<file path="config.mk">
export PLATFORM = sky130hd
export DESIGN_NAME = crse_fifo
export DESIGN_NICKNAME = d
export VERILOG_FILES = /design/src/sv/assert_macros.svh /design/src/sv/crse_pkg.sv /design/src/sv/crse_fifo.sv
export SDC_FILE = /design/constraint.sdc
export NUM_CORES = 1
export LEC_CHECK = 0
export ABC_CLOCK_PERIOD_IN_PS = 9900
export BUFFER_PORTS_ARGS = -buffer_cell sky130_fd_sc_hd__buf_2
export CAP_MARGIN = 15
export CORE_MARGIN = 4
export CORE_UTILIZATION = 27
export DETAILED_ROUTE_END_ITERATION = 12
export GPL_TIMING_DRIVEN = 0
export SLEW_MARGIN = 40
export SYNTH_ARGS = -nofsm -noshare
export SYNTH_HDL_FRONTEND = slang
export SYNTH_SLANG_ARGS = --single-unit
</file>
<file path="constraint.sdc">
create_clock -name clk -period 9.9 [get_ports clk]
set_clock_uncertainty 0.1 [all_clocks]
set_input_delay 1.485 -clock clk [delete_from_list [all_inputs] [get_ports clk]]
set_output_delay 1.485 -clock clk [all_outputs]
set_load 0.05 [all_outputs]
</file>
<file path="src/sv/assert_macros.svh">
// Assertion macros for the RTL file that carries checks.
// Each macro expects signals named clk and rst_n in the including module.
`ifndef ASSERT_MACROS_SVH
`define ASSERT_MACROS_SVH

// Same-cycle implication, sampled on the rising clock edge
`define CRSE_ASSERT_IMP(label, ante, cons, msg) \
    label: assert property (@(posedge clk) disable iff (!rst_n) (ante) |-> (cons)) \
        else $error(msg);

// Next-cycle implication, sampled on the rising clock edge
`define CRSE_ASSERT_NXT(label, ante, cons, msg) \
    label: assert property (@(posedge clk) disable iff (!rst_n) (ante) |=> (cons)) \
        else $error(msg);

`endif

</file>
<file path="src/sv/crse_pkg.sv">
// Package for the Catmull-Rom spline evaluator: constants, payload types
// and the fixed-point helper functions. No dependencies.
package crse_pkg;

    // Store and position format
    localparam int MAX_POINTS = 64;
    localparam int FRAC_BITS  = 16;
    localparam int T_W        = 22;
    localparam int SEG_W      = T_W - FRAC_BITS;
    localparam int IDX_W      = 6;
    localparam int COORD_W    = 32;
    localparam int CNT_W      = 7;
    localparam int TAPS       = 4;
    localparam int AXES       = 3;

    // Four-bank point store: point n lives in bank n mod 4
    localparam int BANKS      = 4;
    localparam int BSEL_W     = $clog2(BANKS);
    localparam int BANK_DEPTH = (MAX_POINTS + BANKS - 1) / BANKS;
    localparam int BANK_AW    = (BANK_DEPTH > 1) ? $clog2(BANK_DEPTH) : 1;

    // Range check width: holds segment+3 and the point count
    localparam int SPAN_W     = SEG_W + 1;
    localparam int CMP_W      = (SPAN_W > CNT_W) ? SPAN_W : CNT_W;

    // Datapath widths: Horner sums and products
    localparam int S_W        = 40;
    localparam int P_W        = S_W + FRAC_BITS + 1;

    // Queue between front and back, back pipeline depth
    localparam int FIFO_DEPTH  = 2;
    localparam int FQ_AW       = (FIFO_DEPTH > 1) ? $clog2(FIFO_DEPTH) : 1;
    localparam int BACK_STAGES = 9;

    // Item kinds
    localparam logic KIND_WRITE = 1'b0;
    localparam logic KIND_EVAL  = 1'b1;

    // Rounding and saturation constants
    localparam logic signed [P_W-1:0] RND_HALF = P_W'(2 ** (FRAC_BITS - 1));
    localparam logic signed [S_W-1:0] SAT_HI   =
        {{(S_W - COORD_W + 1){1'b0}}, {(COORD_W - 1){1'b1}}};
    localparam logic signed [S_W-1:0] SAT_LO   = ~SAT_HI;

    typedef struct packed {
        logic                        kind;
        logic [IDX_W-1:0]            point_index;
        logic signed [COORD_W-1:0]   coord_x;
        logic signed [COORD_W-1:0]   coord_y;
        logic signed [COORD_W-1:0]   coord_z;
        logic [T_W-1:0]              t_position;
    } item_t;

    typedef struct packed {
        logic signed [COORD_W-1:0]   out_x;
        logic signed [COORD_W-1:0]   out_y;
        logic signed [COORD_W-1:0]   out_z;
        logic                        out_of_range;
    } res_t;

    typedef struct packed {
        logic signed [COORD_W-1:0]   x;
        logic signed [COORD_W-1:0]   y;
        logic signed [COORD_W-1:0]   z;
    } pt_t;

    typedef struct packed {
        logic                        oor;
        logic [FRAC_BITS-1:0]        frac;
    } side_t;

    // One queue entry: a classified write or evaluate
    typedef struct packed {
        logic                             kind;
        logic                             wr_ok;
        logic [IDX_W-1:0]                 wr_idx;
        pt_t                              wr_pt;
        logic [BANKS-1:0][BANK_AW-1:0]    rd_addr;
        logic [BSEL_W-1:0]                rot;
        side_t                            side;
    } q_t;

    typedef struct packed {
        logic signed [S_W-1:0] a;
        logic signed [S_W-1:0] b;
        logic signed [S_W-1:0] c;
        logic signed [S_W-1:0] d;
    } coef_t;

    // Cubic coefficients of one axis (all exact, scaled by two)
    function automatic coef_t crse_coef(input logic signed [COORD_W-1:0] p0,
                                        input logic signed [COORD_W-1:0] p1,
                                        input logic signed [COORD_W-1:0] p2,
                                        input logic signed [COORD_W-1:0] p3);
        logic signed [S_W-1:0] e0;
        logic signed [S_W-1:0] e1;
        logic signed [S_W-1:0] e2;
        logic signed [S_W-1:0] e3;
        coef_t                 r;
        e0  = S_W'(p0);
        e1  = S_W'(p1);
        e2  = S_W'(p2);
        e3  = S_W'(p3);
        r.a = e1 <<< 1;
        r.b = e2 - e0;
        r.c = (e0 <<< 1) - (e1 <<< 2) - e1 + (e2 <<< 2) - e3;
        r.d = (e1 <<< 1) + e1 - (e2 <<< 1) - e2 + e3 - e0;
        return r;
    endfunction

    // Signed sum times unsigned fraction
    function automatic logic signed [P_W-1:0] crse_mul(input logic signed [S_W-1:0] s,
                                                       input logic [FRAC_BITS-1:0] f);
        logic signed [FRAC_BITS:0] fs;
        fs = {1'b0, f};
        return P_W'(s) * P_W'(fs);
    endfunction

    // Drop the fraction bits, rounding half toward plus infinity
    function automatic logic signed [S_W-1:0] crse_rnd(input logic signed [P_W-1:0] v);
        logic signed [P_W-1:0] y;
        y = (v + RND_HALF) >>> FRAC_BITS;
        return y[S_W-1:0];
    endfunction

    // Halve with rounding, then clamp to the coordinate range
    function automatic logic signed [COORD_W-1:0] crse_sat(input logic signed [S_W-1:0] s);
        logic signed [S_W-1:0] h;
        h = (s + S_W'(1)) >>> 1;
        if (h > SAT_HI) begin
            h = SAT_HI;
        end
        else if (h < SAT_LO) begin
            h = SAT_LO;
        end
        return h[COORD_W-1:0];
    endfunction

endpackage

</file>
<file path="src/sv/crse_fifo.sv">
// Short entry queue between front and back end.
// Depends on crse_pkg for the entry type and depth.
module crse_fifo (
    input  logic            clk,
    input  logic            rst_n,
    input  logic            push,
    input  crse_pkg::q_t    wdata,
    output logic            full,
    input  logic            pop,
    output crse_pkg::q_t    head,
    output logic            head_valid
);
    import crse_pkg::*;

    q_t                 ent_reg [FIFO_DEPTH];
    logic [FQ_AW-1:0]   wr_ptr_reg;
    logic [FQ_AW-1:0]   wr_ptr_next;
    logic [FQ_AW-1:0]   rd_ptr_reg;
    logic [FQ_AW-1:0]   rd_ptr_next;
    logic [FQ_AW:0]     count_reg;
    logic [FQ_AW:0]     count_next;
    logic               do_pop;

    assign full       = count_reg == (FQ_AW + 1)'(FIFO_DEPTH);
    assign head_valid = count_reg != '0;
    assign head       = ent_reg[rd_ptr_reg];
    assign do_pop     = pop && head_valid;

    // Pointer and occupancy update
    always_comb
    begin
        wr_ptr_next = wr_ptr_reg;
        rd_ptr_next = rd_ptr_reg;
        count_next  = count_reg;
        if (push)
        begin
            wr_ptr_next = wr_ptr_reg + FQ_AW'(1);
        end
        if (do_pop)
        begin
            rd_ptr_next = rd_ptr_reg + FQ_AW'(1);
        end
        if (push && !do_pop)
        begin
            count_next = count_reg + (FQ_AW + 1)'(1);
        end
        else if (!push && do_pop)
        begin
            count_next = count_reg - (FQ_AW + 1)'(1);
        end
    end

    always_ff @(posedge clk or negedge rst_n)
    begin
        if (!rst_n)
        begin
            wr_ptr_reg <= '0;
            rd_ptr_reg <= '0;
            count_reg  <= '0;
        end
        else
        begin
            wr_ptr_reg <= wr_ptr_next;
            rd_ptr_reg <= rd_ptr_next;
            count_reg  <= count_next;
        end
    end

    // Entry storage
    always_ff @(posedge clk)
    begin
        if (push)
        begin
            ent_reg[wr_ptr_reg] <= wdata;
        end
    end

endmodule

</file>
Word-level counts from Yosys, hierarchy flattened
Memory sizes are Yosys's and may differ from the RTL's.
Cells that the tools add are included.

storage, ports and cells
  register bits after elaboration = 4
  RAM bits = 278
  logic and storage cells = 20
  memories = 1

memory list
  memory   depth  width  rd ports  clocked after memory_dff  wr ports  line             source
  ent_reg  2      139    1         0                         1         crse_fifo.sv:15  q_t ent_reg [FIFO_DEPTH];

operators by class
  add/sub/neg operators = 4
  equal/unequal tests = 1
  multiplexer cells = 4
  reductions and logical operators = 7

operators by type and width
  operator               number
  $mux W2                2
  $reduce_bool A2 Y1     2
  $logic_and A1 B1 Y1    3
  $add A1 B1 Y1 const B  2
  $add A2 B1 Y2 const B  1
  $eq A2 B2 Y1 const B   1
  $logic_not A1 Y1       2
  $mux W1                2
  $sub A2 B1 Y2 const B  1

Logic depth before layout (Yosys ltp)
Gate-level depths: netlist (run 1).

  word-level depth = 5
  mapped depth = 6
  gate-level depth less buffers = 6

Least setup slack after synthesis (run 1)
Ideal clock, no wire load.

  path type = input to register
  from = in push
  to = mem ent_reg[0][0] (netlist bit), enable pin
  library setup time = 0.656 ns
  data arrival time = 7.503 ns
  path slack = 1.641 ns
  cell stages on the path = 1
  path through = nor2b_1

between the ends
  word-level cells in the longest chain between the ends = 2

ends and longest elaborated chain
  element                        line             source
  start: declaration             crse_fifo.sv:6   input logic push,
  $mux W1                        crse_fifo.sv:72  if (push)
  $mux W1 (not written as such)  crse_fifo.sv:74  ent_reg[wr_ptr_reg] <= wdata;
  end: declaration               crse_fifo.sv:15

No other way between the ends.

==> flow_summary.toml, run 1 <==
[global_routing]
grt_start_max_net_pins = 38
first_global_vias = 5642
grt-ovfl-total = 0
track_usage = 0.0998
antenna_found_initial = 5
grt_first_pass_wirelength_mm = 32.6

[cts]
cts_setup_buffers = 0
cts_hold_buffers = 0
tritoncts.num_buffers = 30
cts_num_sinks = 282
cts_resized = 0
clk_pin_slew_ps = 60
clkLatencyLatePin_ps = 550
cts_tree = "done"
htreeDepth = 1
root_buffer = "clkbuf_16"
cts_buffer_depth = 3

[synth]
synth-seq-area-share = 0.794
synth_area_leader_cell = "edfxtp_1"
avgSynthCellArea_um2 = 23.7
ys_types = 15
netlist_area_mm2 = 0.0106
syn_nets = 593
netlist.area_leader.share = 0.785
synth.area.top_cells = "edfxtp_1 (78%), mux2_4 (14%), mux2_2 (4.1%)"
ys_ff_latch = 282
ys_warn_count = 0
synth_cells = 449

[final_layout]
fin_cells = 1322
utilization = 0.362
fill_cells = 3689
drive_gt1_frac = 0.625
largest_register_ffs = 278
nets = 922
area_delta_synth_final_pct = 32.0

[worst_setup_path]
path_class = "reg2out"
cp_max_fo = 10
rrSetupSlack_ps = 8080
start_kind = "flip-flop"
cp_data_arrival_time_ps = 1980
endpoint_kind = "output pin"
crit_required_ps = 8320

[floorplanning]
row_count = 72
core_mm2 = 0.0388
start_util = 0.274
die_w_um = 206
pin_count = 284
fp.dieH_um = 206
die-area_mm2 = 0.0426

[timing]
finalHoldViolCount = 0
tightest_slew_ps = 366
setup_viol = 0
fin_setup_tns_ps = 0
hold_ws_ps = 381
slew-limit-headroom = 0.756
max_freq_mhz = 280
finalCritPeriodShare = 0.360
fin_ws_ps = 6330
final_max_slew_viol_count = 0
rsz0062_at_grt = "false"
fin_crit_ps = 3570

[routing]
dr.pass1.iters = 4
first_iter_violations = 184
viasPerCell = 4.06
drtAntennaViolNets = 0
drt-total-wl_mm = 22.6
route.detailed.drc = 0
wl_per_cell_um = 17.1
vias = 5373

[run_status]
status = "finished clean"

[placed_design]
gp_congestion = 0.668
dp_hpwl_mm = 16.1
place_ws_ps = 6850
dp.cells = 1264
portBuffers = 283

[power_and_ir_drop]
ir_worst_vdd_mv = 0.182
power-per-cell-area_mw_per_mm2 = 343
leakagePower_nw = 5.50

[run]
maxCapViolations = 0

[hold_path]
hold_path_class = "reg2reg"
cells by family after synthesis:
family,count (synthesis),share of synthesized area
xor+xnor,5,0.00412
buf+inv,16,0.0149
fa+ha+maj,1,0.00118
flops,282,0.794
mux,139,0.182
simple gates,6,0.00306
metrics by stage:
stage | power, mW | cell area, um^2
after floorplan | 3.29 | 10600
after global routing | 5.04 | 14000
final | 4.82 | 14000
after detailed placement | 3.77 | 13000
after CTS | 4.92 | 14000
after global placement | 3.76 | 12700
power by group:
group          internal, mW  switching (mW)  leakage [nW]
Combinational         0.677            1.39          2.36
Sequential             1.58          0.0521          2.66
Clock                 0.675           0.442         0.484
cell usage in the layout, fill, tap and decap left out, types with 4 or more instances in the layout:
master,count
clkbuf_16,31
clkbuf_8,4
edfxtp_1,278
dfrtp_1,4
clkinv_1,7
clkinvlp_4,4
mux2_4,100
buf_2,287
buf_8,4
buf_12,4
mux2_2,39
buf_6,11
buf_16,7
clkinv_2,4
critical path, cell delays in order, from the launching register on:
cell and delay, ps:
dfrtp_1 330, buf_6 120, buf_8 200, buf_6 220
mux2_4 310, buf_2 230
per-layer routing:
metal | track usage | part of all wire
met4 | 0.0288 | 0.029
met2 | 0.170 | 0.50
met3 | 0.0444 | 0.10
met1 | 0.114 | 0.37
met5 | 0 | 0.0018
path summary, 6_finish.rpt:
kind	from	end	cells after the start
setup / recovery	rd_ptr_reg	head[21]	5
hold / removal	count_reg[1]	count_reg[1]	1
setup reg to reg	wr_ptr_reg	ent_reg[1][61]	3
hold reg to reg	count_reg[1]	count_reg[1]	1
max in group asynchronous	rst_n	wr_ptr_reg	1
min in group asynchronous	rst_n	count_reg[1]	1
cells in the mapped netlist:
cell and instances:
edfxtp_1 278, mux2_4 100, mux2_2 39, buf_6 11
buf_2 4, dfrtp_1 4, xor2_1 3, nor2b_1 2
xnor2_1 2, and2_1 1, buf_8 1, ha_1 1
nand2_1 1, nor2_1 1, or2_2 1
layout make-up:
class,count,area (um^2),share of cell area
clock inverters,18,166,0.0119
clock buffers,38,842,0.0600
multi-input cells,151,2040,0.145
flip-flops and latches,282,8450,0.602
repair buffers,297,1730,0.123
plain buffers,16,159,0.0113
diodes,2,5.00,0.000356
well taps,518,648,0.0462
No activity file was read; power rests on OpenSTA's default activity.
==> run 2, diff against run 1 <==
- ABC_CLOCK_PERIOD_IN_PS: 9900 -> 3600
- clock period: 9.9 -> 3.6 ns (I/O delays scaled with it)
==> run 2 against run 1 <==
Net effect: die area unchanged; non-clock buffer count up 2; largest power group unchanged; sequential share of layout area up 0.33 points; critical endpoint is now head[42].
==> flow_summary.toml, run 2 (synthesis gave the netlist of run 1 again) <==
[run_status]
status = "finished clean"

[worst_setup_path]
crit_buf_inv = 4
slowest_stage = "dfrtp_1"
path_class = "reg2out"
crit_chain = "buf_6 > buf_8 > buf_6 > mux2_4 > buf_2"
start_kind = "flip-flop"
crit_path_frequent_cell = "buf_6"
cpLargestDelayFamily = "buffers and inverters"
cp_data_arrival_time_ps = 1980
cp_max_fo = 10
crit_required_ps = 2960
cpPeakStageDelay_ps = 340
endpoint_kind = "output pin"

[cts]
clkLatencyLatePin_ps = 550
clk_pin_slew_ps = 60
cts_buffer_depth = 3
root_buffer = "clkbuf_16"
htreeDepth = 1
cts_tree = "done"
tritoncts.num_buffers = 31
cts_num_sinks = 282

[routing]
viasPerCell = 4.03
first_iter_violations = 172
drt-total-wl_mm = 22.2
dr.pass1.iters = 4
drtAntennaViolNets = 0
route.detailed.drc = 0
vias = 5324
wl_per_cell_um = 16.8

[placed_design]
portBuffers = 283
gp_congestion = 0.675
place_ws_ps = 1290
dpl_cell_area_mm2 = 0.0130
dp_hpwl_mm = 15.9

[timing]
final_max_slew_viol_count = 0
finalCritPeriodShare = 0.727
slew-limit-headroom = 0.789
fin_crit_ps = 2620
setup_viol = 0
fin_ws_ps = 983
tightest_slew_ps = 318
rsz0062_at_grt = "false"
finalHoldViolCount = 0
fin_setup_tns_ps = 0
max_freq_mhz = 382

[power_and_ir_drop]
ir_worst_vdd_mv = 0.629
power_frac_clock = 0.221
combPwrFrac = 0.435
fin_total_pwr_mw = 13.1
p_switching_mw = 5.19
power.internal_mw = 7.86
power-per-cell-area_mw_per_mm2 = 934
leakagePower_nw = 5.48
power.share.switching = 0.398
seqPwrFrac = 0.344

[final_layout]
area_delta_synth_final_pct = 31.3
final_common_cell = "buf_2"
largest_register_ffs = 278
nets = 925
final_cell_mix = "buf_2 (287), edfxtp_1 (278), mux2_4 (100), mux2_2 (39), clkbuf_16 (31)"
drive_gt1_frac = 0.625
fin_area_mm2 = 0.0140
n_antenna_cell = 0
utilization = 0.360

[floorplanning]
fp.dieH_um = 206
row_count = 72
die_w_um = 206
start_util = 0.274
die-area_mm2 = 0.0426
core_mm2 = 0.0388
pin_count = 284

[global_routing]
grt-ovfl-total = 0
grt_start_max_net_pins = 38
grt_first_pass_wirelength_mm = 32.1
track_usage = 0.0978
antenna_found_initial = 1
first_global_vias = 5555

[run]
maxCapViolations = 0

[hold_path]
hold_path_class = "in2reg"
-- run 2: cell types whose count changed in the layout (fill, tap and decap cells not counted), moves of 4 or more --
cell and delta:
clkbuf_8 -4, clkinv_2 +5, clkinv_1 -6, clkbuf_1 +5
-- run 2: repair_timing --
| item | in CTS | in global routing |
|---|---|---|
| resized for setup | 0 | 0 |
| buffers inserted | 0 | 0 |
| endpoints found under the hold margin | 4 | 0 |
| hold buffers | 1 | 0 |
| setup endpoints to repair | 0 | 0 |
-- run 2: through the flow --
step / instances / hold WS, ps
6_report: 1321 / 72.3
5_1_grt: 1321 / 35.6
4_1_cts: 1321 / 19.3
3_5_place_dp: 1265 / 254
3_3_place_gp: 1250 / 251
2_1_floorplan: 449 / 144
-- run 2: power groups by stage --
stage / sequential, mW / combinational, mW / clock (mW)
detailed placement: 4.57 / 5.78 / 0
floorplan: 4.57 / 4.40 / 0
CTS: 4.50 / 5.79 / 3.01
finish: 4.49 / 5.68 / 2.88
global placement: 4.62 / 5.54 / 0
global route: 4.55 / 5.95 / 3.13
-- run 2: final timing paths --
kind | slack (ps) | to | from | cells past startpoint
setup reg to reg | 1600 | ent_reg[0][103] | wr_ptr_reg | 6
hold / removal | 70 | ent_reg[1][11] | wdata[11] | 1
hold reg to reg | 380 | count_reg[1] | count_reg[1] | 1
setup / recovery | 980 | head[42] | rd_ptr_reg | 5
max in group asynchronous | 3040 | count_reg[0] | rst_n | 2
min in group asynchronous | 240 | wr_ptr_reg | rst_n | 2
-- run 2: area by class of cell --
type / count / area (um^2)
well taps: 518 / 648
fillers: 3677 / 24900
plain buffers: 16 / 159
clock inverters: 16 / 119
repair buffers: 299 / 1750
flip-flops and latches: 282 / 8450
multi-input cells: 151 / 2040
clock buffers: 39 / 806
-- run 2: routing by layer --
metal / routed length (um) / share of wire / track usage / up-vias
li1: - / - / - / 2459
met1: 8810 / 0.40 / 0.119 / 2650
met2: 11200 / 0.50 / 0.167 / 185
met3: 1770 / 0.080 / 0.0303 / 28
met5: 19 / 0.00085 / 0 / -
met4: 433 / 0.019 / 0.0290 / 2
