===== config.mk =====
export PLATFORM = sky130hd
export DESIGN_NAME = crse_front
export DESIGN_NICKNAME = d
export VERILOG_FILES = /design/src/sv/assert_macros.svh /design/src/sv/crse_pkg.sv /design/src/sv/crse_front.sv
export SDC_FILE = /design/constraint.sdc
export NUM_CORES = 1
export LEC_CHECK = 0
export ABC_CLOCK_PERIOD_IN_PS = 2300
export CAP_MARGIN = 20
export CORE_AREA = 4 4 107 109
export DETAILED_ROUTE_END_ITERATION = 16
export DIE_AREA = 0 0 111 113
export DONT_BUFFER_PORTS = 1
export PLACE_DENSITY_LB_ADDON = 0.15
export SYNTH_ARGS = -nofsm -noshare
export SYNTH_HDL_FRONTEND = slang
export SYNTH_SLANG_ARGS = --single-unit

===== constraint.sdc =====
create_clock -name clk -period 2.3 [get_ports clk]
set_input_delay 0.575 -clock clk [delete_from_list [all_inputs] [get_ports clk]]
set_output_delay 0.575 -clock clk [all_outputs]
set_load 0.01 [all_outputs]

===== src/sv/assert_macros.svh =====
// Assertion macros for the RTL file that carries checks.
// Each macro expects signals named clk and rst_n in the including module.
`ifndef ASSERT_MACROS_SVH
`define ASSERT_MACROS_SVH

// Same-cycle implication, sampled on the rising clock edge
`define CRSE_ASSERT_IMP(label, ante, cons, msg) \
    label: assert property (@(posedge clk) disable iff (!rst_n) (ante) |-> (cons)) \
        else $error(msg);

// Next-cycle implication, sampled on the rising clock edge
`define CRSE_ASSERT_NXT(label, ante, cons, msg) \
    label: assert property (@(posedge clk) disable iff (!rst_n) (ante) |=> (cons)) \
        else $error(msg);

`endif


===== src/sv/crse_pkg.sv =====
// Package for the Catmull-Rom spline evaluator: constants, payload types
// and the fixed-point helper functions. No dependencies.
package crse_pkg;

    // Store and position format
    localparam int MAX_POINTS = 64;
    localparam int FRAC_BITS  = 16;
    localparam int T_W        = 22;
    localparam int SEG_W      = T_W - FRAC_BITS;
    localparam int IDX_W      = 6;
    localparam int COORD_W    = 32;
    localparam int CNT_W      = 7;
    localparam int TAPS       = 4;
    localparam int AXES       = 3;

    // Four-bank point store: point n lives in bank n mod 4
    localparam int BANKS      = 4;
    localparam int BSEL_W     = $clog2(BANKS);
    localparam int BANK_DEPTH = (MAX_POINTS + BANKS - 1) / BANKS;
    localparam int BANK_AW    = (BANK_DEPTH > 1) ? $clog2(BANK_DEPTH) : 1;

    // Range check width: holds segment+3 and the point count
    localparam int SPAN_W     = SEG_W + 1;
    localparam int CMP_W      = (SPAN_W > CNT_W) ? SPAN_W : CNT_W;

    // Datapath widths: Horner sums and products
    localparam int S_W        = 40;
    localparam int P_W        = S_W + FRAC_BITS + 1;

    // Queue between front and back, back pipeline depth
    localparam int FIFO_DEPTH  = 2;
    localparam int FQ_AW       = (FIFO_DEPTH > 1) ? $clog2(FIFO_DEPTH) : 1;
    localparam int BACK_STAGES = 9;

    // Item kinds
    localparam logic KIND_WRITE = 1'b0;
    localparam logic KIND_EVAL  = 1'b1;

    // Rounding and saturation constants
    localparam logic signed [P_W-1:0] RND_HALF = P_W'(2 ** (FRAC_BITS - 1));
    localparam logic signed [S_W-1:0] SAT_HI   =
        {{(S_W - COORD_W + 1){1'b0}}, {(COORD_W - 1){1'b1}}};
    localparam logic signed [S_W-1:0] SAT_LO   = ~SAT_HI;

    typedef struct packed {
        logic                        kind;
        logic [IDX_W-1:0]            point_index;
        logic signed [COORD_W-1:0]   coord_x;
        logic signed [COORD_W-1:0]   coord_y;
        logic signed [COORD_W-1:0]   coord_z;
        logic [T_W-1:0]              t_position;
    } item_t;

    typedef struct packed {
        logic signed [COORD_W-1:0]   out_x;
        logic signed [COORD_W-1:0]   out_y;
        logic signed [COORD_W-1:0]   out_z;
        logic                        out_of_range;
    } res_t;

    typedef struct packed {
        logic signed [COORD_W-1:0]   x;
        logic signed [COORD_W-1:0]   y;
        logic signed [COORD_W-1:0]   z;
    } pt_t;

    typedef struct packed {
        logic                        oor;
        logic [FRAC_BITS-1:0]        frac;
    } side_t;

    // One queue entry: a classified write or evaluate
    typedef struct packed {
        logic                             kind;
        logic                             wr_ok;
        logic [IDX_W-1:0]                 wr_idx;
        pt_t                              wr_pt;
        logic [BANKS-1:0][BANK_AW-1:0]    rd_addr;
        logic [BSEL_W-1:0]                rot;
        side_t                            side;
    } q_t;

    typedef struct packed {
        logic signed [S_W-1:0] a;
        logic signed [S_W-1:0] b;
        logic signed [S_W-1:0] c;
        logic signed [S_W-1:0] d;
    } coef_t;

    // Cubic coefficients of one axis (all exact, scaled by two)
    function automatic coef_t crse_coef(input logic signed [COORD_W-1:0] p0,
                                        input logic signed [COORD_W-1:0] p1,
                                        input logic signed [COORD_W-1:0] p2,
                                        input logic signed [COORD_W-1:0] p3);
        logic signed [S_W-1:0] e0;
        logic signed [S_W-1:0] e1;
        logic signed [S_W-1:0] e2;
        logic signed [S_W-1:0] e3;
        coef_t                 r;
        e0  = S_W'(p0);
        e1  = S_W'(p1);
        e2  = S_W'(p2);
        e3  = S_W'(p3);
        r.a = e1 <<< 1;
        r.b = e2 - e0;
        r.c = (e0 <<< 1) - (e1 <<< 2) - e1 + (e2 <<< 2) - e3;
        r.d = (e1 <<< 1) + e1 - (e2 <<< 1) - e2 + e3 - e0;
        return r;
    endfunction

    // Signed sum times unsigned fraction
    function automatic logic signed [P_W-1:0] crse_mul(input logic signed [S_W-1:0] s,
                                                       input logic [FRAC_BITS-1:0] f);
        logic signed [FRAC_BITS:0] fs;
        fs = {1'b0, f};
        return P_W'(s) * P_W'(fs);
    endfunction

    // Drop the fraction bits, rounding half toward plus infinity
    function automatic logic signed [S_W-1:0] crse_rnd(input logic signed [P_W-1:0] v);
        logic signed [P_W-1:0] y;
        y = (v + RND_HALF) >>> FRAC_BITS;
        return y[S_W-1:0];
    endfunction

    // Halve with rounding, then clamp to the coordinate range
    function automatic logic signed [COORD_W-1:0] crse_sat(input logic signed [S_W-1:0] s);
        logic signed [S_W-1:0] h;
        h = (s + S_W'(1)) >>> 1;
        if (h > SAT_HI) begin
            h = SAT_HI;
        end
        else if (h < SAT_LO) begin
            h = SAT_LO;
        end
        return h[COORD_W-1:0];
    endfunction

endpackage


===== src/sv/crse_front.sv =====
// Front end: point-count register, item intake and classification.
// Depends on crse_pkg; feeds the entry queue.
module crse_front (
    input  logic                         clk,
    input  logic                         rst_n,
    input  logic                         cfg_valid,
    output logic                         cfg_ready,
    input  logic [crse_pkg::CNT_W-1:0]   cfg_data,
    input  logic                         item_valid,
    output logic                         item_stall,
    input  crse_pkg::item_t              item,
    input  logic                         q_full,
    output logic                         push,
    output crse_pkg::q_t                 entry
);
    import crse_pkg::*;

    logic [CNT_W-1:0]   point_count_reg;
    logic [CNT_W-1:0]   point_count_next;
    logic [SEG_W-1:0]   seg;
    logic [CMP_W-1:0]   limit;
    logic [CMP_W-1:0]   last_pt;
    logic [BSEL_W-1:0]  lane_ofs [BANKS];
    logic [SPAN_W-1:0]  lane_pt  [BANKS];

    // Config register, always ready
    assign cfg_ready = 1'b1;

    always_comb
    begin
        point_count_next = point_count_reg;
        if (cfg_valid && cfg_ready)
        begin
            point_count_next = cfg_data;
        end
    end

    always_ff @(posedge clk or negedge rst_n)
    begin
        if (!rst_n)
        begin
            point_count_reg <= '0;
        end
        else
        begin
            point_count_reg <= point_count_next;
        end
    end

    // Intake: stall only on a full queue
    assign item_stall = q_full;
    assign push       = item_valid && !item_stall;

    // Segment split and range check against min(point_count, MAX_POINTS)
    assign seg     = item.t_position[T_W-1:FRAC_BITS];
    assign limit   = (32'(point_count_reg) > MAX_POINTS) ? CMP_W'(MAX_POINTS)
                                                         : CMP_W'(point_count_reg);
    assign last_pt = CMP_W'(seg) + CMP_W'(TAPS - 1);

    // Per-bank read address: the one of segment..segment+3 held by each bank
    always_comb
    begin
        for (int k = 0; k < BANKS; k++)
        begin
            lane_ofs[k] = BSEL_W'(k) - seg[BSEL_W-1:0];
            lane_pt[k]  = SPAN_W'(seg) + SPAN_W'(lane_ofs[k]);
        end
    end

    // Queue entry
    always_comb
    begin
        entry.kind      = item.kind;
        entry.wr_ok     = 32'(item.point_index) < MAX_POINTS;
        entry.wr_idx    = item.point_index;
        entry.wr_pt.x   = item.coord_x;
        entry.wr_pt.y   = item.coord_y;
        entry.wr_pt.z   = item.coord_z;
        entry.rot       = seg[BSEL_W-1:0];
        entry.side.oor  = last_pt >= limit;
        entry.side.frac = item.t_position[FRAC_BITS-1:0];
        for (int k = 0; k < BANKS; k++)
        begin
            entry.rd_addr[k] = BANK_AW'(lane_pt[k] >> BSEL_W);
        end
    end

endmodule


Word level (Yosys, flattened, before mapping)
Cells that the tools add are included.
Widths: inputs -> output; s select.
{"block": "word_totals", "register_bits": 7, "latchBits": 0, "ramBits": 0, "romBits": 0, "in_bits": 137, "output_inout_bits": 142, "elab_cells": 15, "mem_count": 0}
{"block": "classes", "addsub": 9, "n_mul": 0, "n_div": 0, "order_cmp": 2, "eq_ne": 0, "shift": 0, "n_mux": 1, "n_bitwise": 0, "n_reduce_logical": 2}
{"op": "$add 6x2->6", "n": 4}
{"op": "$add 6x2->7 const B", "n": 1}
{"op": "$ge 7x7->1", "n": 1}
{"op": "$gt 7x7->1 const B", "n": 1}
{"op": "$mux 7", "n": 1}
{"op": "$sub 1x2->2 const A", "n": 2}
{"op": "$sub 2x2->2 const A", "n": 2}
{"op": "$logic_and 1x1->1", "n": 1}
{"op": "$logic_not 1->1", "n": 1}

Depth between registers and ports, before layout
Gate-level depths: netlist of the first run.
{"block": "logic_depth", "ltp_word": 3, "mapped_depth": 9, "mapped_depth_nobuf": 9}

Least setup slack after synthesis of the first run
No wires, ideal clock.
{"block": "synth_timing", "path_kind": "in2out", "from": "in item[17] in the netlist's numbering", "to": "out entry[16] in the netlist's numbering", "arrival_ns": 1.859, "t_required_ns": 1.725, "slack_ns": -0.134, "cell_stages": 9, "n_path_buf": 0, "path_cell_list": "inv_1 -> ha_1 -> a21oi_1 -> nor2_1 -> xor2_1 -> ha_1 -> a21o_1 -> a21oi_1 -> o21ai_1"}
{"element": "from (decl)", "line_no": "crse_front.sv:11", "text": "input crse_pkg::item_t item,"}
{"element": "to (decl)", "line_no": "crse_front.sv:14", "text": "output crse_pkg::q_t entry"}

==> flow_metrics.tcl, run 1 <==
set metrics [dict create \
    outcome "complete, but fails checks" \
    violations "negative setup slack" \
    required_ns 1.73 \
    antenna_found_initial 0 \
    end_kind "output port" \
    grt_use_total_pct 7.96 \
    worstPathArrival_ns 1.76 \
    crit_top_cell "buf_4" \
    avgRoutedWirePerCell_um 23.1 \
    cts_tree "built" \
    synth-seq-area-share_pct 10.2 \
    routed_wl_um 5430 \
    hpwl_um 4970 \
    die-height_um 113 \
    postLayoutCellArea_um2 1110 \
    grt_pass1_wl_um 7250 \
    gp_congestion 0.640 \
    setup_slack_ns -0.0320 \
    slew_violations 0 \
    synth_cell_types 22 \
    cellPowerDensity_nw_per_um2 436 \
    report.final.hold_viol_count 0 \
    rsz0062_at_grt "true" \
    slowest_stage "ha_1" \
    dr_total_vias 754 \
    nFillCells 1225 \
    p_leak_nw 0.446 \
    syn_inst 214 \
    syn_area_um2 1720 \
    worstSkewPairLatency_ns 0.22 \
    drive_gt1_share_pct 32.6 \
    fin_crit_sh_pct 101 \
    largest_reg_flops 7 \
    grt_pass1_vias 846 \
    final_cell_mix "11 x nand2_1, 10 x ha_1, 9 x buf_4, 7 x xnor2_1, 7 x dfrtp_1" \
    grt-ovfl-total 0 \
    nets 246 \
    design.die.area_um2 12500 \
    worst-r2r-setup-slack_ns 1.51 \
    final_common_cell "nand2_1" \
    postRouteAntennaNets 0 \
    fp.dieW_um 111 \
    wl_met2_um 2600 \
    criticalPathCategory "in -> out" \
    dr_wl_met3_um 1410 \
    syn2layout_area_growth_pct -35.4 \
    wl_met1_um 1030 \
    diodes 0 \
    clk_pin_slew_worst_paths_ns 0.04 \
    rows 38 \
    reg2reg_depth 2 \
    crit_path_start_kind "input port" \
    vdd_drop_max_mv 0.283 \
    top_layer_used "met5" \
    io_pins 279 \
    initial_core_util_pct 16.2 \
    h-tree-depth 1 \
    yosys_warnings 0 \
    r2r_end "point_count_reg[6]$_DFFE_PN0P_" \
    finalCriticalPeriod_ns 2.33 \
    r2r-start "point_count_reg[6]$_DFFE_PN0P_" \
    ctsHoldBuffers 0 \
    core_area_um2 10600 \
    dpl_cell_area_um2 1010 \
    cts_max_path_buffers 2 \
    hold_path_class "in -> async" \
    port_buffers 0 \
    cts.sinks 7 \
    path_cells "inv_12 > ha_4 > a21oi_4 > buf_4 > buf_4 > xnor2_1 > ha_1 > a21oi_1 > o21ai_2" \
    drc 0 \
    synth_area_per_cell_um2 8.05 \
    first_pass_iters 2 \
    skew_ns 0 \
    max_freq_ghz 0.429 \
    crit_path_max_fanout 7 \
    cts_made_buffers 3 \
    ys_ff_latch 7 \
    hold_ws_ns 0.0449 \
    crit_path_max_incr_delay_ns 0.26 \
    maxCapViolCount 0 \
    drt_iter0_markers 40 \
    grt_max_degree 13 \
    setup_viol 1 \
    vias_per_cell 3.21 \
    cts_root_buf "clkbuf_8" \
]
## logic make-up after synthesis
logic type / share of synthesized area, %
and+or+nand+nor: 6.54
adders and majority gates: 9.45
buffers and inverters: 58.6
AOI/OAI and AO/OA: 3.49
DFF: 10.2
other: 0.218
xor gates and xnor gates: 7.63
muxes: 3.92
## layout make-up
type                            count  area, um2  share of cell area, %
Multi-Input combinational cell     70        618                   55.6
Sequential cell                     7        175                   15.7
Tap cell                          140        175                   15.7
Timing Repair Buffer                9       67.6                   6.07
Clock buffer                        4       45.0                   4.05
Inverter                            5       31.3                   2.81
## layer usage
layer	vias to the layer above	GRT usage, %
met1	295	4.47
met2	128	13.2
met5	-	5.88
met3	29	9.30
met4	4	4.52
li1	298	-
## per-stage QoR
step	power, mW	setup slack, ns	cells	setup TNS (ns)	util (%)
floorplan	0.498	-0.0245	215	-0.0245	-
global placement	0.309	-0.100	230	-0.122	9.55
detailed placement	0.308	-0.112	230	-0.151	9.55
CTS	0.488	-0.0523	235	-0.0523	10.2
global route	0.518	-0.112	235	-0.133	10.5
finish	0.485	-0.0320	235	-0.0320	10.5
## worst max path at each step
stage | from | end | slack [ns]
2_1_floorplan | item[17] | entry[16] | -0.02
3_3_place_gp | item[17] | entry[16] | -0.10
3_5_place_dp | item[16] | entry[16] | -0.11
4_1_cts | item[17] | entry[16] | -0.05
5_1_grt | item[17] | entry[16] | -0.11
6_report | item[17] | entry[16] | -0.03
## synth_stat cells (all sizes together)
cell	number	share of area (%)
ha	13	9.4
o21ba	1	0.58
dfrtp	7	10
conb	1	0.22
mux2	6	3.9
nor2	3	0.80
nand2b	1	0.36
nand3	5	1.5
nor2b	3	1.1
nand2	11	2.4
o21ai	3	0.87
nor3b	1	0.44
a21oi	4	1.2
buf	132	57
xor2	6	3.1
clkbuf	1	0.22
a21o	2	0.87
inv	5	1.1
xnor2	9	4.6
## where the power goes
group	switching (mW)	internal, mW	total [mW]
clock network	0.0484	0.119	0.168
registers	0.00648	0.136	0.143
logic	0.0873	0.0874	0.175
## worst max-delay path, delay by kind of cell
kind,cells,cell delay (ns)
AO/OA/AOI/OAI,3,0.41
adder cells (fa/ha/maj),2,0.40
buffers and inverters,3,0.23
XOR/XNOR,1,0.13
## timing repair
action,in CTS,in global routing
endpoints found under the hold margin,0,0
pin swaps,6,4
resized for setup,5,5
setup buffers,1,0
endpoints found under the setup margin,2,4
Note: power is estimated with default switching activity, not from simulation.
==> run 2, diff against run 1 <==
Settings changed: CORE_AREA 4 4 107 109 to 2 2 108 110, DIE_AREA 0 0 111 113 to 0 0 110 112.
==> flow_metrics.tcl, run 2 (synthesized netlist as in run 1, its figures left out) <==
set metrics [dict create \
    outcome "complete, but fails checks" \
    violations "negative setup slack" \
    cts.sinks 7 \
    setup_viol 2 \
    skew_ns 0 \
    gp_congestion 0.619 \
    end_kind "output port" \
    worstPathArrival_ns 1.77 \
    r2r_end "point_count_reg[6]$_DFFE_PN0P_" \
    postRouteAntennaNets 0 \
    grt_pass1_wl_um 6070 \
    report.final.hold_viol_count 0 \
    avgRoutedWirePerCell_um 19.7 \
    cp_top_family "compound AO/OA/AOI/OAI gates" \
    grt_pass1_vias 849 \
    vias_per_cell 3.15 \
    clk_pin_slew_worst_paths_ns 0.04 \
    slowest_stage "ha_1" \
    worst-r2r-setup-slack_ns 1.52 \
    syn2layout_area_growth_pct -32.8 \
    tns_ns -0.0579 \
    diodes 0 \
    criticalPathCategory "in -> out" \
    dpl_cell_area_um2 1020 \
    cts_root_buf "clkbuf_16" \
    dr_total_vias 755 \
    setup_slack_ns -0.0421 \
    drc 0 \
    max_freq_ghz 0.427 \
    hpwl_um 4190 \
    core_area_um2 11200 \
    port_buffers 0 \
    drt_iter0_markers 20 \
    maxCapViolCount 0 \
    drive_gt1_share_pct 34.0 \
    reg2reg_depth 2 \
    nFillCells 1273 \
    crit_path_start_kind "input port" \
    grt-ovfl-total 0 \
    design.die.area_um2 12300 \
    largest_reg_flops 7 \
    place_ws_ns -0.152 \
    h-tree-depth 1 \
    required_ns 1.73 \
    worstSkewPairLatency_ns 0.23 \
    cellPowerDensity_nw_per_um2 535 \
    rows 39 \
    fin_crit_sh_pct 102 \
    nets 248 \
    io_pins 279 \
    ctsHoldBuffers 0 \
    cts_max_path_buffers 2 \
    path_buf_inv 1 \
    final_cell_mix "11 x nand2_1, 11 x buf_4, 10 x ha_1, 9 x xnor2_1, 7 x dfrtp_1" \
    cts_made_buffers 3 \
    path_cells "inv_12 > ha_4 > a21oi_4 > nor2_2 > xor2_1 > ha_1 > a21o_1 > a21oi_2 > o21ai_2" \
    slew_violations 0 \
    regArea_um2 175 \
    rsz0062_at_grt "true" \
    die-height_um 112 \
    fp.dieW_um 110 \
    first_pass_iters 2 \
    initial_core_util_pct 15.4 \
    dp_cells 234 \
    grt_max_degree 13 \
    vdd_drop_max_mv 0.330 \
    postLayoutCellArea_um2 1160 \
    path_depth 9 \
    r2r-start "point_count_reg[6]$_DFFE_PN0P_" \
    antenna_found_initial 0 \
    multi_input_area_um2 611 \
    grt_use_total_pct 6.99 \
    finalCriticalPeriod_ns 2.34 \
    cts_tree "built" \
    crit_path_max_incr_delay_ns 0.29 \
    final_cells 240 \
    hold_path_class "in -> async" \
    p_leak_nw 0.464 \
    crit_path_max_fanout 7 \
    fin_util_pct 10.4 \
    routed_wl_um 4720 \
]
-- run 2: cell count changes in the layout (fill, tap and decap cells not counted) --
| cell | change |
|---|---|
| o21ba_4 | +1 |
| clkbuf_8 | -3 |
| clkbuf_16 | +3 |
| xnor2_2 | -2 |
| buf_4 | +2 |
| a21oi_2 | +1 |
| xnor2_1 | +2 |
| xor2_1 | -1 |
| xor2_2 | +1 |
| ha_4 | -1 |
| ha_2 | +1 |
| a21oi_1 | -1 |
| o21ba_2 | -1 |
-- run 2: worst max-delay path by stage --
stage               startpoint   endpoint
floorplan             item[17]  entry[16]
global placement      item[16]  entry[16]
detailed placement    item[17]  entry[16]
CTS                   item[17]  entry[16]
global route          item[16]  entry[16]
finish                item[17]  entry[16]
-- run 2: area by class of cell --
| class | instances | area share, % |
|---|---|---|
| multi-input cells | 70 | 52.8 |
| repair buffers | 11 | 7.14 |
| well taps | 143 | 15.5 |
| flip-flops and latches | 7 | 15.1 |
| clock buffers | 4 | 6.81 |
| inverters | 5 | 2.70 |
-- run 2: metal layers --
metal / GRT usage [%] / up-vias / routed length [um]
met3: 6.44 / 32 / 1100
met4: 5.49 / 0 / 333
met5: 0 / - / 0
met1: 4.46 / 314 / 1010
met2: 11.7 / 108 / 2280
li1: - / 301 / -
-- run 2: power breakdown --
group	switching (mW)	internal (mW)	leakage [nW]
clock network	0.0627	0.230	0.0382
logic	0.0909	0.0925	0.343
registers	0.00624	0.136	0.0823
total	0.160	0.459	0.464
-- run 2: timing repair --
item                                    4_1_cts  5_1_grt
resized for setup                             6        4
pin swaps                                     7        4
endpoints found under the setup margin        4        5
buffers inserted                              2        0
-- run 2: through the flow --
stage	power, mW	hold WS, ns
after floorplan	0.498	0.279
after global routing	0.664	0.0329
final	0.619	0.0422
after CTS	0.627	0.0377
after detailed placement	0.310	0.280
after global placement	0.311	0.280
